[src/keyed_cooldown_table_core_macros.svh]
// Assertion macros used by the cooldown table core.
`ifndef KEYED_COOLDOWN_TABLE_CORE_MACROS_SVH
`define KEYED_COOLDOWN_TABLE_CORE_MACROS_SVH

// Same-cycle implication, sampled on clk and disabled while arst_n is low.
`define KCT_ASSERT_NOW(label, ante, cons) \
	label: assert property (@(posedge clk) disable iff (!arst_n) (ante) |-> (cons)) \
		else $error("cooldown table assertion failed");

// Next-cycle implication, sampled on clk and disabled while arst_n is low.
`define KCT_ASSERT_NEXT(label, ante, cons) \
	label: assert property (@(posedge clk) disable iff (!arst_n) (ante) |=> (cons)) \
		else $error("cooldown table assertion failed");

`endif

[src/kct_pkg.sv]
// Types and constants of the keyed cooldown table.
package kct_pkg;

	localparam int unsigned KEY_W  = 32;
	localparam int unsigned TIME_W = 32;
	localparam int unsigned SLOT_W = 3;

	localparam logic [TIME_W-1:0] COOLDOWN_RESET = 32'd60000;

	typedef enum logic [1:0] {
		ACT_SUPPRESSED = 2'd0,
		ACT_REFRESHED  = 2'd1,
		ACT_INSERTED   = 2'd2,
		ACT_REPLACED   = 2'd3
	} action_t;

endpackage

[src/kct_req_if.sv]
// Request channel carrying one event word: key hash and current time.
interface kct_req_if;

	logic                         valid;
	logic                         ready;
	logic [kct_pkg::KEY_W-1:0]    key_hash;
	logic [kct_pkg::TIME_W-1:0]   now_ms;

	modport source (output valid, output key_hash, output now_ms, input ready);
	modport sink   (input valid, input key_hash, input now_ms, output ready);

endinterface

[src/kct_rsp_if.sv]
// Response channel carrying one result word per event.
interface kct_rsp_if;

	logic                         valid;
	logic                         ready;
	logic                         suppressed;
	logic [1:0]                   action;
	logic [kct_pkg::SLOT_W-1:0]   slot;

	modport source (output valid, output suppressed, output action, output slot, input ready);
	modport sink   (input valid, input suppressed, input action, input slot, output ready);

endinterface

[src/keyed_cooldown_table_core.sv]
// Per-key cooldown table with a sequential search and oldest-entry replacement.
//
// Each request word carries a key hash and the current millisecond time. The block
// reads the table one entry per cycle through a single read port, tracking the first
// matching key, the first empty slot and the oldest stored time; one shared
// subtract-and-compare unit finds the oldest time and then also forms the elapsed
// time and checks it against cooldown_ms. An event passes through these steps, in
// order, before the next one is accepted: accept the word, read the table entries,
// compare the last entry, form the elapsed time, check it against cooldown_ms and
// write the table, and load the response. The response sits in its own
// register, so a new request is taken while the previous response waits; if that
// response is still waiting when the next one is ready, the block holds in its last
// step until the response is taken. Entries come out of reset empty through
// per-entry valid bits; no clearing pass is needed. cooldown_ms may be written only
// while idle.
`include "keyed_cooldown_table_core_macros.svh"

module keyed_cooldown_table_core #(
	parameter int unsigned ENTRIES = 8
) (
	input  logic                          clk,
	input  logic                          arst_n,
	input  logic                          cfg_we,
	input  logic [kct_pkg::TIME_W-1:0]    cfg_wdata,
	kct_req_if.sink                       req,
	kct_rsp_if.source                     rsp
);

	localparam int unsigned IW = (ENTRIES > 1) ? $clog2(ENTRIES) : 1;
	localparam logic [IW-1:0] LAST_IDX = IW'(ENTRIES - 1);

	typedef enum logic [2:0] {
		ST_IDLE,
		ST_SCAN,
		ST_LAST,
		ST_ELAPSED,
		ST_CHECK,
		ST_DONE
	} state_t;

	state_t                         state_q;
	logic [kct_pkg::TIME_W-1:0]     cool_q;
	logic [kct_pkg::KEY_W-1:0]      key_q;
	logic [kct_pkg::TIME_W-1:0]     now_q;
	logic [IW-1:0]                  addr_q;

	logic [kct_pkg::KEY_W-1:0]      key_mem [ENTRIES];
	logic [kct_pkg::TIME_W-1:0]     time_mem [ENTRIES];
	logic [ENTRIES-1:0]             entry_vld_q;

	logic [kct_pkg::KEY_W-1:0]      key_rd_s1;
	logic [kct_pkg::TIME_W-1:0]     time_rd_s1;
	logic                           vld_rd_s1;
	logic [IW-1:0]                  idx_s1;
	logic                           rd_en_s1;
	logic [kct_pkg::KEY_W-1:0]      rd_key;
	logic [kct_pkg::TIME_W-1:0]     rd_time;

	logic                           match_found_q;
	logic [IW-1:0]                  match_idx_q;
	logic [kct_pkg::TIME_W-1:0]     match_time_q;
	logic                           empty_found_q;
	logic [IW-1:0]                  empty_idx_q;
	logic [IW-1:0]                  old_idx_q;
	logic [kct_pkg::TIME_W-1:0]     old_time_q;
	logic [kct_pkg::TIME_W-1:0]     elapsed_q;

	logic [kct_pkg::TIME_W-1:0]     op_a;
	logic [kct_pkg::TIME_W-1:0]     op_b;
	logic [kct_pkg::TIME_W:0]       diff;
	logic                           lt;

	logic                           wr_en;
	logic [IW-1:0]                  wr_idx;
	logic                           res_supp_q;
	kct_pkg::action_t               res_act_q;
	logic [IW-1:0]                  res_idx_q;

	logic                           rsp_valid_q;
	logic                           rsp_supp_q;
	kct_pkg::action_t               rsp_act_q;
	logic [kct_pkg::SLOT_W-1:0]     rsp_slot_q;
	logic [63:0]                    res_idx_wide;
	logic                           rsp_free;

	assign req.ready      = (state_q == ST_IDLE);
	assign rsp.valid      = rsp_valid_q;
	assign rsp.suppressed = rsp_supp_q;
	assign rsp.action     = rsp_act_q;
	assign rsp.slot       = rsp_slot_q;

	assign rsp_free     = !rsp_valid_q || rsp.ready;
	assign res_idx_wide = 64'(res_idx_q);

	assign rd_key  = vld_rd_s1 ? key_rd_s1 : '0;
	assign rd_time = vld_rd_s1 ? time_rd_s1 : '0;

	always_comb begin
		case (state_q)
			ST_ELAPSED: begin
				op_a = now_q;
				op_b = match_time_q;
			end
			ST_CHECK: begin
				op_a = elapsed_q;
				op_b = cool_q;
			end
			default: begin
				op_a = rd_time;
				op_b = old_time_q;
			end
		endcase
		diff = {1'b0, op_a} - {1'b0, op_b};
		lt   = diff[kct_pkg::TIME_W];
	end

	always_comb begin
		wr_en  = 1'b0;
		wr_idx = old_idx_q;
		if (state_q == ST_CHECK) begin
			if (match_found_q) begin
				wr_en  = !lt;
				wr_idx = match_idx_q;
			end else if (empty_found_q) begin
				wr_en  = 1'b1;
				wr_idx = empty_idx_q;
			end else begin
				wr_en  = 1'b1;
				wr_idx = old_idx_q;
			end
		end
	end

	always_ff @(posedge clk) begin
		if (wr_en) begin
			key_mem[wr_idx]  <= key_q;
			time_mem[wr_idx] <= now_q;
		end
		key_rd_s1  <= key_mem[addr_q];
		time_rd_s1 <= time_mem[addr_q];
	end

	always_ff @(posedge clk or negedge arst_n) begin
		if (!arst_n) begin
			entry_vld_q <= '0;
			vld_rd_s1   <= 1'b0;
		end else begin
			if (wr_en) begin
				entry_vld_q[wr_idx] <= 1'b1;
			end
			vld_rd_s1 <= entry_vld_q[addr_q];
		end
	end

	always_ff @(posedge clk or negedge arst_n) begin
		if (!arst_n) begin
			cool_q <= kct_pkg::COOLDOWN_RESET;
		end else if (cfg_we) begin
			cool_q <= cfg_wdata;
		end
	end

	always_ff @(posedge clk or negedge arst_n) begin
		if (!arst_n) begin
			state_q       <= ST_IDLE;
			addr_q        <= '0;
			rd_en_s1      <= 1'b0;
			idx_s1        <= '0;
			key_q         <= '0;
			now_q         <= '0;
			match_found_q <= 1'b0;
			match_idx_q   <= '0;
			match_time_q  <= '0;
			empty_found_q <= 1'b0;
			empty_idx_q   <= '0;
			old_idx_q     <= '0;
			old_time_q    <= '0;
			elapsed_q     <= '0;
			res_supp_q    <= 1'b0;
			res_act_q     <= kct_pkg::ACT_SUPPRESSED;
			res_idx_q     <= '0;
			rsp_valid_q   <= 1'b0;
			rsp_supp_q    <= 1'b0;
			rsp_act_q     <= kct_pkg::ACT_SUPPRESSED;
			rsp_slot_q    <= '0;
		end else begin
			rd_en_s1 <= (state_q == ST_SCAN);
			idx_s1   <= addr_q;

			if ((state_q == ST_DONE) && rsp_free) begin
				rsp_valid_q <= 1'b1;
			end else if (rsp_valid_q && rsp.ready) begin
				rsp_valid_q <= 1'b0;
			end

			if (rd_en_s1) begin
				if (!match_found_q && (rd_key == key_q)) begin
					match_found_q <= 1'b1;
					match_idx_q   <= idx_s1;
					match_time_q  <= rd_time;
				end
				if (!empty_found_q && (rd_key == '0)) begin
					empty_found_q <= 1'b1;
					empty_idx_q   <= idx_s1;
				end
				if ((idx_s1 == '0) || lt) begin
					old_idx_q  <= idx_s1;
					old_time_q <= rd_time;
				end
			end

			case (state_q)
				ST_IDLE: begin
					if (req.valid) begin
						key_q         <= req.key_hash;
						now_q         <= req.now_ms;
						addr_q        <= '0;
						match_found_q <= 1'b0;
						empty_found_q <= 1'b0;
						state_q       <= ST_SCAN;
					end
				end
				ST_SCAN: begin
					if (addr_q == LAST_IDX) begin
						state_q <= ST_LAST;
					end else begin
						addr_q <= addr_q + IW'(1);
					end
				end
				ST_LAST: begin
					state_q <= ST_ELAPSED;
				end
				ST_ELAPSED: begin
					elapsed_q <= diff[kct_pkg::TIME_W-1:0];
					state_q   <= ST_CHECK;
				end
				ST_CHECK: begin
					res_supp_q <= match_found_q && lt;
					res_idx_q  <= wr_idx;
					if (match_found_q) begin
						if (lt) begin
							res_act_q <= kct_pkg::ACT_SUPPRESSED;
						end else begin
							res_act_q <= kct_pkg::ACT_REFRESHED;
						end
					end else if (empty_found_q) begin
						res_act_q <= kct_pkg::ACT_INSERTED;
					end else begin
						res_act_q <= kct_pkg::ACT_REPLACED;
					end
					state_q <= ST_DONE;
				end
				ST_DONE: begin
					if (rsp_free) begin
						rsp_supp_q <= res_supp_q;
						rsp_act_q  <= res_act_q;
						rsp_slot_q <= res_idx_wide[kct_pkg::SLOT_W-1:0];
						state_q    <= ST_IDLE;
					end
				end
				default: begin
					state_q <= ST_IDLE;
				end
			endcase
		end
	end

	`KCT_ASSERT_NEXT(a_accept_starts_scan, req.valid && req.ready, state_q == ST_SCAN)
	`KCT_ASSERT_NEXT(a_done_loads_rsp, state_q == ST_DONE && rsp_free, rsp_valid_q)
	`KCT_ASSERT_NOW(a_supp_matches_action, rsp_valid_q,
		rsp_supp_q == (rsp_act_q == kct_pkg::ACT_SUPPRESSED))
	`KCT_ASSERT_NOW(a_no_write_unless_check, wr_en, state_q == ST_CHECK)
	`KCT_ASSERT_NOW(a_scan_in_range, state_q == ST_SCAN, addr_q <= LAST_IDX)

endmodule

[src/flat_wrapper.sv]
// flat-port wrapper written by rule: the top's interface ports become plain ports
module keyed_cooldown_table_core_flat 
#(
	parameter int unsigned ENTRIES = 8
)
  (clk, arst_n, cfg_we, cfg_wdata, req_valid, req_key_hash, req_now_ms, req_ready, rsp_valid, rsp_suppressed, rsp_action, rsp_slot, rsp_ready);
  kct_req_if req_i ();
  kct_rsp_if rsp_i ();
  input  logic clk;
  input  logic arst_n;
  input  logic cfg_we;
  input  logic [kct_pkg::TIME_W-1:0] cfg_wdata;
  input wire logic [$bits(req_i.valid)-1:0] req_valid;
  input wire logic [$bits(req_i.key_hash)-1:0] req_key_hash;
  input wire logic [$bits(req_i.now_ms)-1:0] req_now_ms;
  output wire logic [$bits(req_i.ready)-1:0] req_ready;
  output wire logic [$bits(rsp_i.valid)-1:0] rsp_valid;
  output wire logic [$bits(rsp_i.suppressed)-1:0] rsp_suppressed;
  output wire logic [$bits(rsp_i.action)-1:0] rsp_action;
  output wire logic [$bits(rsp_i.slot)-1:0] rsp_slot;
  input wire logic [$bits(rsp_i.ready)-1:0] rsp_ready;
  assign req_i.valid = req_valid;
  assign req_i.key_hash = req_key_hash;
  assign req_i.now_ms = req_now_ms;
  assign req_ready = req_i.ready;
  assign rsp_valid = rsp_i.valid;
  assign rsp_suppressed = rsp_i.suppressed;
  assign rsp_action = rsp_i.action;
  assign rsp_slot = rsp_i.slot;
  assign rsp_i.ready = rsp_ready;
  keyed_cooldown_table_core #(.ENTRIES(ENTRIES)) u_core (.clk(clk), .arst_n(arst_n), .cfg_we(cfg_we), .cfg_wdata(cfg_wdata), .req(req_i), .rsp(rsp_i));
endmodule
[config.mk]
export PLATFORM = sky130hd
export DESIGN_NAME = keyed_cooldown_table_core_flat
export DESIGN_NICKNAME = d
export VERILOG_FILES = /design/src/kct_pkg.sv /design/src/kct_req_if.sv /design/src/kct_rsp_if.sv /design/src/keyed_cooldown_table_core.sv /design/src/flat_wrapper.sv
export VERILOG_INCLUDE_DIRS = /design/src /design/src/src
export SDC_FILE = /design/constraint.sdc
export NUM_CORES = 1
export LEC_CHECK = 0
export ABC_AREA = 1
export BUFFER_PORTS_ARGS = -buffer_cell sky130_fd_sc_hd__buf_2
export CAP_MARGIN = 20
export CORE_AREA = 2 2 230 232
export CTS_BUF_LIST = sky130_fd_sc_hd__clkbuf_16
export CTS_CLUSTER_SIZE = 20
export DETAILED_ROUTE_END_ITERATION = 6
export DIE_AREA = 0 0 232 234
export PLACE_DENSITY_LB_ADDON = 0.05
export SLEW_MARGIN = 20
export SYNTH_ARGS = -nofsm -noshare
export SYNTH_HDL_FRONTEND = slang
export SYNTH_SLANG_ARGS = --single-unit
[constraint.sdc]
create_clock -name clk -period 9.2 [get_ports clk]
set_input_delay 1.84 -clock clk [delete_from_list [all_inputs] [get_ports clk]]
set_output_delay 1.84 -clock clk [all_outputs]
set_load 0.02 [all_outputs]
After elaboration in Yosys (flattened, before gate mapping)
Memories as Yosys holds them, arrays and structs flattened. A register that Yosys moved wholly into a read port is not among the register bits. Index checks and enable logic that the tools add are counted.

Register bits: 235. Memory bits (writable): 512. Bits of input ports: 101. Output and inout bits: 8. Logic and storage cells: 102. Memories: 2.

Add/sub/neg operators: 2. $lt $le $gt $ge: 3. Eq/ne operators: 11. Multiplexer cells: 35. Bitwise gates (word level): 1. Reduce and logical (&&, ||, !) cells: 24.

Memory list: u_core.key_mem (words 8, width 32, rd ports 1, clocked after memory_dff 1, wr ports 1, RTL line keyed_cooldown_table_core.sv:47) `logic [kct_pkg::KEY_W-1:0] key_mem [ENTRIES];`; u_core.time_mem (words 8, width 32, rd ports 1, clocked after memory_dff 1, wr ports 1, RTL line keyed_cooldown_table_core.sv:48) `logic [kct_pkg::TIME_W-1:0] time_mem [ENTRIES];`.

Operator list (count): one-hot mux 32 bit (2 select lines) (2); 2-to-1 mux 32 bit (2); subtractor 32 x 32 -> 33 bit (1); == test 32 bit (1); logical NOT 32 bit (1); 2-to-1 mux 3 bit (8); 2-to-1 mux 1 bit (18); one-hot mux 3 bit (6 select lines) (1); AND reduction 2 bit (5); == test 3 bit (second input constant) (3); < comparator 3 x 4 -> 1 bit (second input constant) (2); bitwise OR 8 bit (1); == test 3 x 2 -> 1 bit (second input constant) (2); logical AND 1 bit (6); logical NOT 3 bit (2); != test 2 bit (second input constant) (3); one-hot mux 3 bit (2 select lines) (1); AND reduction 3 bit (2); logical NOT 1 bit (4); nonzero test 2 bit (2); adder 3 x 1 -> 3 bit (second input constant) (1); binary-select mux 1 bit (select 3 bit) (1); demux 1 bit (select 3 bit) (1); == test 3 x 1 -> 1 bit (second input constant) (1); other kinds (4) (5).

Depth between registers and ports, before layout
Gate-level depths: netlist of the first run.

Depth in word-level cells: 8. Depth in mapped cells: 25. Mapped depth without buffers: 22.

Worst setup path after synthesis of the first run
No wires, ideal clock.

Path type: register -> register. Start point: register u_core.state_q[2]. End point: memory u_core.key_mem[0][0] in the netlist's numbering (enable). Setup time: 0.418 ns. Arrival: 4.067 ns. Data required time: 8.782 ns. Path slack: 4.715 ns. Stages on the path, launching flop included: 25. Buffers on the path: 3. Clock period less this slack: 4.485 ns. Cells stage by stage: dfrtp_1 > clkbuf_1 > nand2_1 > inv_2 > nor2_1 > inv_1 > buf_2 > clkbuf_1 > nand3_1 > o21ai_0 > ha_1 > inv_1 > fa_1 > nand2_1 > nand2_1 > nand3_1 > nand2_1 > nand2_1 > nand2_1 > nand2_1 > nand2_1 > nand2_1 > nand2_1 > nand2_1 > inv_1.

Cells in the longest elaborated chain, start to end: 8. Elaborated cells between the ends (all ways): 11. Classes of those cells: add/sub: 1; eq/ne: 2; mux: 7; reduce/logical: 1.

Ends and longest elaborated chain: from (decl) (RTL line keyed_cooldown_table_core.sv:41) `state_t state_q;`; from (signal assigned) (RTL line keyed_cooldown_table_core.sv:165) `state_q <= ST_IDLE;`; from (signal assigned) (RTL line keyed_cooldown_table_core.sv:220) `state_q <= ST_SCAN;`; from (signal assigned) (RTL line keyed_cooldown_table_core.sv:225) `state_q <= ST_LAST;`; == test 3 bit / == test 3 x 2 -> 1 bit (equally long branches) (RTL line keyed_cooldown_table_core.sv:99, keyed_cooldown_table_core.sv:120); one-hot mux 32 bit (2 select lines) (RTL line keyed_cooldown_table_core.sv:99) `case (state_q)`; subtractor 32 x 32 -> 33 bit (RTL line keyed_cooldown_table_core.sv:113) `diff = {1'b0, op_a} - {1'b0, op_b};`; logical NOT 1 bit (RTL line keyed_cooldown_table_core.sv:122) `wr_en = !lt;`; 2-to-1 mux 1 bit (RTL line keyed_cooldown_table_core.sv:121) `if (match_found_q) begin`; 2-to-1 mux 1 bit (RTL line keyed_cooldown_table_core.sv:120) `if (state_q == ST_CHECK) begin`; 2-to-1 mux 1 bit (RTL line keyed_cooldown_table_core.sv:135) `if (wr_en) begin`; 2-to-1 mux 1 bit (not written as such) (RTL line keyed_cooldown_table_core.sv:136) `key_mem[wr_idx] <= key_q;`; to (decl) (RTL line keyed_cooldown_table_core.sv:47).

Several ways; a longest one is shown, not always the timed one.

Final worst setup path of the first run
Start point: register u_core.state_q[1]. End point: memory u_core.key_mem[3][8] in the netlist's numbering (enable).

The elaborated chain is that of the path after synthesis.

==> results of run 1 <==
-- area by class of cell --
class / instances / area share, %
clock buffers: 84 / 5.538
multi-input cells: 2225 / 27.25
clock inverters: 68 / 1.345
well taps: 688 / 2.268
inverters: 207 / 2.087
repair buffers: 139 / 2.096
flip-flops and latches: 811 / 59.42
-- through the flow --
stage	hold slack [ns]	cell area [um2]	power (mW)	worst slack, ns	std cells
final	0.4564	37960	14.55	3.004	4222
after global routing	0.4718	37960	15.53	2.611	4222
after CTS	0.4609	37930	14.53	3.027	4221
after detailed placement	0.4468	35320	11.32	3.041	4069
after global placement	0.4332	35320	11.18	3.216	4069
after floorplan	0.3749	34390	9.445	4.715	3422
-- registers in the layout (all words and copies together), names as in the netlist, 2 cells and up --
name                 count
u_core.rsp.action        2
u_core.key_q            32
u_core.entry_vld_q       8
u_core.key_mem         256
u_core.idx_s1            3
u_core.match_idx_q       3
u_core.match_time_q     32
u_core.time_mem        256
u_core.key_rd_s1        32
u_core.state_q           3
u_core.elapsed_q        32
u_core.time_rd_s1       32
u_core.cool_q           32
u_core.addr_q            3
u_core.rsp.slot          3
u_core.now_q            32
u_core.old_idx_q         3
u_core.res_act_q         2
u_core.empty_idx_q       3
u_core.old_time_q       32
u_core.res_idx_q         3
-- logic make-up after synthesis --
logic type / share of synthesized area [%]
simple gates: 17.88
flops: 65.55
xor+xnor: 0.6111
compound gates: 9.131
mux: 1.113
buf+inv: 4.424
fa+ha+maj: 1.295
-- report_power, final --
part           leakage, nW  switching (mW)  internal, mW
Clock                 1.34            1.39          1.81
Combinational         6.43            3.97          1.83
Sequential            8.18           0.736          4.82
-- worst max-delay path, delay by kind of cell (launching register included) --
| kind | cells | cell delay, ns |
|---|---|---|
| AO/OA/AOI/OAI | 1 | 0.10 |
| adder cells (fa/ha/maj) | 2 | 0.62 |
| buffers and inverters | 7 | 2.87 |
| flip-flops | 1 | 0.42 |
| AND/OR/NAND/NOR | 15 | 1.84 |
-- metal layers --
layer	track usage (%)	vias to the layer above	wire length, um
met2	52.68	1213	42120
met3	5.156	165	7296
met1	46.70	12100	36660
li1	-	11640	-
met4	9.275	0	2129
met5	0	-	0
-- cells in the mapped netlist (all sizes together) --
cell	number	area [um2]
inv	204	765.7
clkbuf	132	495.5
nand3b	9	67.56
nor4	1	6.260
mux2	34	382.9
and3	2	12.51
dfstp	7	183.9
and2	1	6.260
or2	3	18.77
a221oi	1	8.760
dfrtp	228	5705
o22ai	66	412.9
nand2	870	3271
a31oi	66	412.9
nor2	531	2008
o221ai	3	26.28
ha	34	425.4
nand4	40	250.2
a21boi	1	7.510
o211ai	27	202.7
nand3	96	493.0
xnor2	13	113.9
clkinv	3	11.26
a21o	2	15.01
buf	47	249.0
nor3	3	15.01
dfxtp	64	1281
a21oi	26	130.1
o21ai	383	1917
edfxtp	512	15370
fa	1	20.02
o21bai	1	7.510
xor2	11	96.34
-- how the worst min path moves through the flow --
stage	startpoint	to	slack, ns	cells after the start
detailed placement	u_core.entry_vld_q[6]	u_core.entry_vld_q[6]	0.45	2
global route	u_core.entry_vld_q[7]	u_core.entry_vld_q[7]	0.47	2
global placement	u_core.entry_vld_q[4]	u_core.entry_vld_q[4]	0.43	2
CTS	u_core.entry_vld_q[6]	u_core.entry_vld_q[6]	0.46	2
finish	u_core.entry_vld_q[6]	u_core.entry_vld_q[6]	0.46	2
floorplan	u_core.addr_q[0]	u_core.idx_s1[0]	0.37	0
==> metrics.yaml, run 1 <==
status: "finished with violations"
failed_checks: "design-rule violations"
path_clk_slew_ns: 0.06
worstSetupPathType: "reg2reg"
rsz0062_at_grt: "false"
crit_end: "u_core.key_mem[3][8]"
final_nets: 3602
finalHoldViolations: 0
cts_tree: "yes"
tns_ns: 0
place.gp.congestion: 0.9082
num_antenna_cells: 0
slowest_delay_ns: 0.76
multi_input_area_mm2: 0.01034
grt_pass1_wl_um: 135600
crit_path_start: "u_core.state_q[1]"
hold_class: "reg2reg"
powerDensity_mw_per_mm2: 383.2
final_cell_mix: "nand2_1, nor2_1, edfxtp_1"
cts_repair_resize_count: 0
overflow: 0
drive_above_1_share_pct: 8.970
cp-start-kind: "register"
clockBufferDepth: 3
holdBufCountCts: 0
period_share_pct: 67.35
rows: 84
crit_fanout: 43
critPathCaptureType: "register"
syn_nets: 3558
fill_cells: 3636
layout_commonest_cell: "nand2_1"
min_period_ns: 6.196
first_iter_violations: 2957
grt_max_degree: 175
groute.usage.overall_pct: 32.67
postSynthAreaPerCell_um2: 10.05
synth-seq-cells: 811
grt_pass1_vias: 24140
die_w_um: 232
wire_per_inst_um: 20.89
setup_viol_count_final: 0
port-buffer-count: 108
drv_slew: 0
drc: 5
max_slew_margin_pct: 26.40
peakVddDrop_v: 0.0002472
routed_wl_um: 88200
timing.fmax_mhz: 161.4
reg2reg_slack_ns: 3.00
yosysSeqAreaShare_pct: 65.55
regArea_mm2: 0.02255
cp.arrival_ns: 6.56
dr.pass1.iters: 7
tightestPinTransition_ns: 1.104
skew_ns: 0.02819
leakage_nw: 15.94
detail-route-antenna-nets: 0
vias: 25120
crit_slowest_cell: "clkinv_2"
htreeDepth: 3
insertion_delay_ns: 0.65
core_region_area_mm2: 0.05202
reg2reg_from: "u_core.state_q[1]"
die_h_um: 234
cp_common_cell: "nand2_1"
area_growth_pct: 10.36
post_cts_buffers: 0
cts_made_buffers: 82
clock_sinks: 811
initial_core_util_pct: 66.11
crit_required_ns: 9.56
io_pins: 109
r2r_cells: 25
r2r_end: "u_core.key_mem[3][8]"
hpwl_um: 53120
root_buffer: "clkbuf_16"
vias_per_cell: 5.950
yosysWarnings: 0
synth_cell_type_count: 41
netlist_area_mm2: 0.03439
drv_cap: 0
die-area_mm2: 0.05429
syn_inst: 3422
fin_util_pct: 72.96
antenna_found_initial: 2
(Power assumes the default switching activity.)
==> run 2, diff against run 1 <==
Settings changed: CORE_AREA 2 2 230 232 to 2 2 251 253, DIE_AREA 0 0 232 234 to 0 0 253 255.
Clock period 9.2 ns to 5.6 ns, I/O delays scaled along.
==> run 2 against run 1 <==
Effect of this change: the run now ends clean; utilization fell by 11 points; count of clock-buffer cells in the layout increased by 5; die area rose by 19%; worst hold slack worse by 0.025 ns; setup slack lost 2.2 ns; routed wire length up 2.2%; non-clock buffer count rose by 12; via count decreased by 1.8%; critical path type unchanged; critical endpoint is now u_core.time_mem[5][28]; largest power group unchanged; highest routed layer unchanged.
==> metrics.yaml, run 2 (synthesized netlist as in run 1, its figures left out) <==
post_cts_buffers: 0
clockBufferDepth: 3
fin_util_pct: 61.89
port-buffer-count: 108
initial_core_util_pct: 55.33
drive_above_1_share_pct: 9.344
powerDensity_mw_per_mm2: 632.1
die_w_um: 253
hpwl_um: 54190
reg2reg_slack_ns: 0.80
holdBufCountCts: 0
tns_ns: 0
rsz0062_at_grt: "false"
slowest_delay_ns: 0.48
groute.usage.overall_pct: 28.22
reg2reg_from: "u_core.state_q[1]"
cp-start-kind: "register"
skew_ns: 0.02282
worstSetupPathType: "reg2reg"
leakage_nw: 16.15
stdcell_count: 4352
timing.fmax_mhz: 208.2
crit_fanout: 41
vias: 24670
grt_max_degree: 119
vias_per_cell: 5.668
rows: 92
min_period_ns: 4.802
overflow: 0
period_share_pct: 85.75
wire_per_inst_um: 20.70
tightestPinTransition_ns: 0.9410
clock_sinks: 811
placed_cells: 4193
r2r_cells: 24
crit_slowest_cell: "clkinv_2"
cts_made_buffers: 85
final_nets: 3617
path_clk_slew_ns: 0.06
grt_pass1_vias: 23840
antenna_found_initial: 0
top_regs: "u_core.key_mem (256), u_core.time_mem (256)"
dpl_cell_area_mm2: 0.03565
root_buffer: "clkbuf_16"
grt_pass1_wl_um: 138800
insertion_delay_ns: 0.65
drv_slew: 0
first_iter_violations: 2277
layout_commonest_cell: "nand2_1"
hold_class: "in2async"
r2r_end: "u_core.time_mem[5][28]"
place.gp.congestion: 0.9847
core_region_area_mm2: 0.06216
routed_wl_um: 90110
critPathCaptureType: "register"
cp.arrival_ns: 5.17
finalInstanceArea_mm2: 0.03847
peakVddDrop_v: 0.0003525
cp_common_cell: "nand2_1"
cts_tree: "yes"
die_h_um: 255
cts_repair_resize_count: 0
final_cell_mix: "nand2_1, nor2_1, edfxtp_1"
drc: 0
drv_cap: 0
setup_viol_count_final: 0
crit_required_ns: 5.96
die-area_mm2: 0.06452
fill_cells: 5139
detail-route-antenna-nets: 0
max_slew_margin_pct: 36.78
finalHoldViolations: 0
htreeDepth: 3
status: "complete, no violations"
num_antenna_cells: 0
io_pins: 109
path_cells: "nor2_1 > nand2_1 > inv_2 > nor2_1 > buf_4 > inv_2 > nand3_1 > o21ai_0 > ha_1 > inv_1 > fa_1 > nand2_1 > nand2_1 > nand3_1 > nand2_1 > nand2_1 > nand2_1 > nand2_1 > nand2_1 > nand2_1 > nand2_1 > nand2_1 > clkinv_2 > buf_12"
area_growth_pct: 11.85
dr.pass1.iters: 7
run 2: cell count changes in the layout (fill, tap and decap cells not counted), moves of 3 or more:
cell | before | now
buf_12 | 1 | 6
buf_4 | 30 | 34
buf_6 | 0 | 3
bufinv_16 | 5 | 9
clkbuf_16 | 84 | 89
clkinv_1 | 25 | 19
clkinv_2 | 14 | 17
inv_1 | 210 | 220
inv_2 | 10 | 4
run 2: stage by stage:
step | hold slack (ns) | setup WS [ns] | total power, mW
2_1_floorplan | 0.3749 | 1.115 | 15.52
3_3_place_gp | 0.4350 | 0.6590 | 18.61
3_5_place_dp | 0.4385 | 0.6429 | 18.71
4_1_cts | 0.4473 | 0.6369 | 24.37
5_1_grt | 0.4571 | 0.3113 | 25.96
6_report | 0.4317 | 0.7981 | 24.31
run 2: routing by layer:
layer  global-route usage [%]  wire [um]
met5                        0          0
met3                    4.688       6290
met1                    40.00      40000
met4                    8.199       2160
met2                    45.31      41650
run 2: worst max path at each step:
stage,startpoint,end,slack [ns]
final,u_core.state_q[1],u_core.time_mem[5][28],0.80
after global routing,u_core.state_q[1],u_core.key_mem[5][2],0.31
after CTS,u_core.state_q[1],u_core.time_mem[2][4],0.64
after detailed placement,u_core.state_q[1],u_core.key_mem[2][26],0.64
after global placement,u_core.state_q[1],u_core.key_mem[0][1],0.66
after floorplan,u_core.state_q[2],u_core.key_mem[0][0],1.11
run 2: cell type report:
| class | count | area, um2 | area share (%) |
|---|---|---|---|
| clock buffer | 89 | 2227 | 5.789 |
| sequential | 811 | 22550 | 58.63 |
| multi-input combinational | 2225 | 10340 | 26.88 |
| timing repair buffer | 151 | 959.7 | 2.495 |
| clock inverter | 70 | 586.8 | 1.525 |
| tap | 799 | 999.7 | 2.599 |
| inverter | 207 | 799.5 | 2.078 |
run 2: power breakdown:
| group | internal (mW) | switching [mW] | total [mW] | leakage, nW |
|---|---|---|---|---|
| Combinational | 3.04 | 6.54 | 9.58 | 6.50 |
| Sequential | 7.91 | 1.20 | 9.11 | 8.18 |
| Clock | 3.29 | 2.34 | 5.63 | 1.47 |
run 2: worst max-delay path: cells and delay by family (launching register included):
kind / cells / cell delay (ns)
buf+inv: 6 / 1.61
flops: 1 / 0.40
fa+ha+maj: 2 / 0.61
simple gates: 15 / 1.76
compound gates: 1 / 0.11
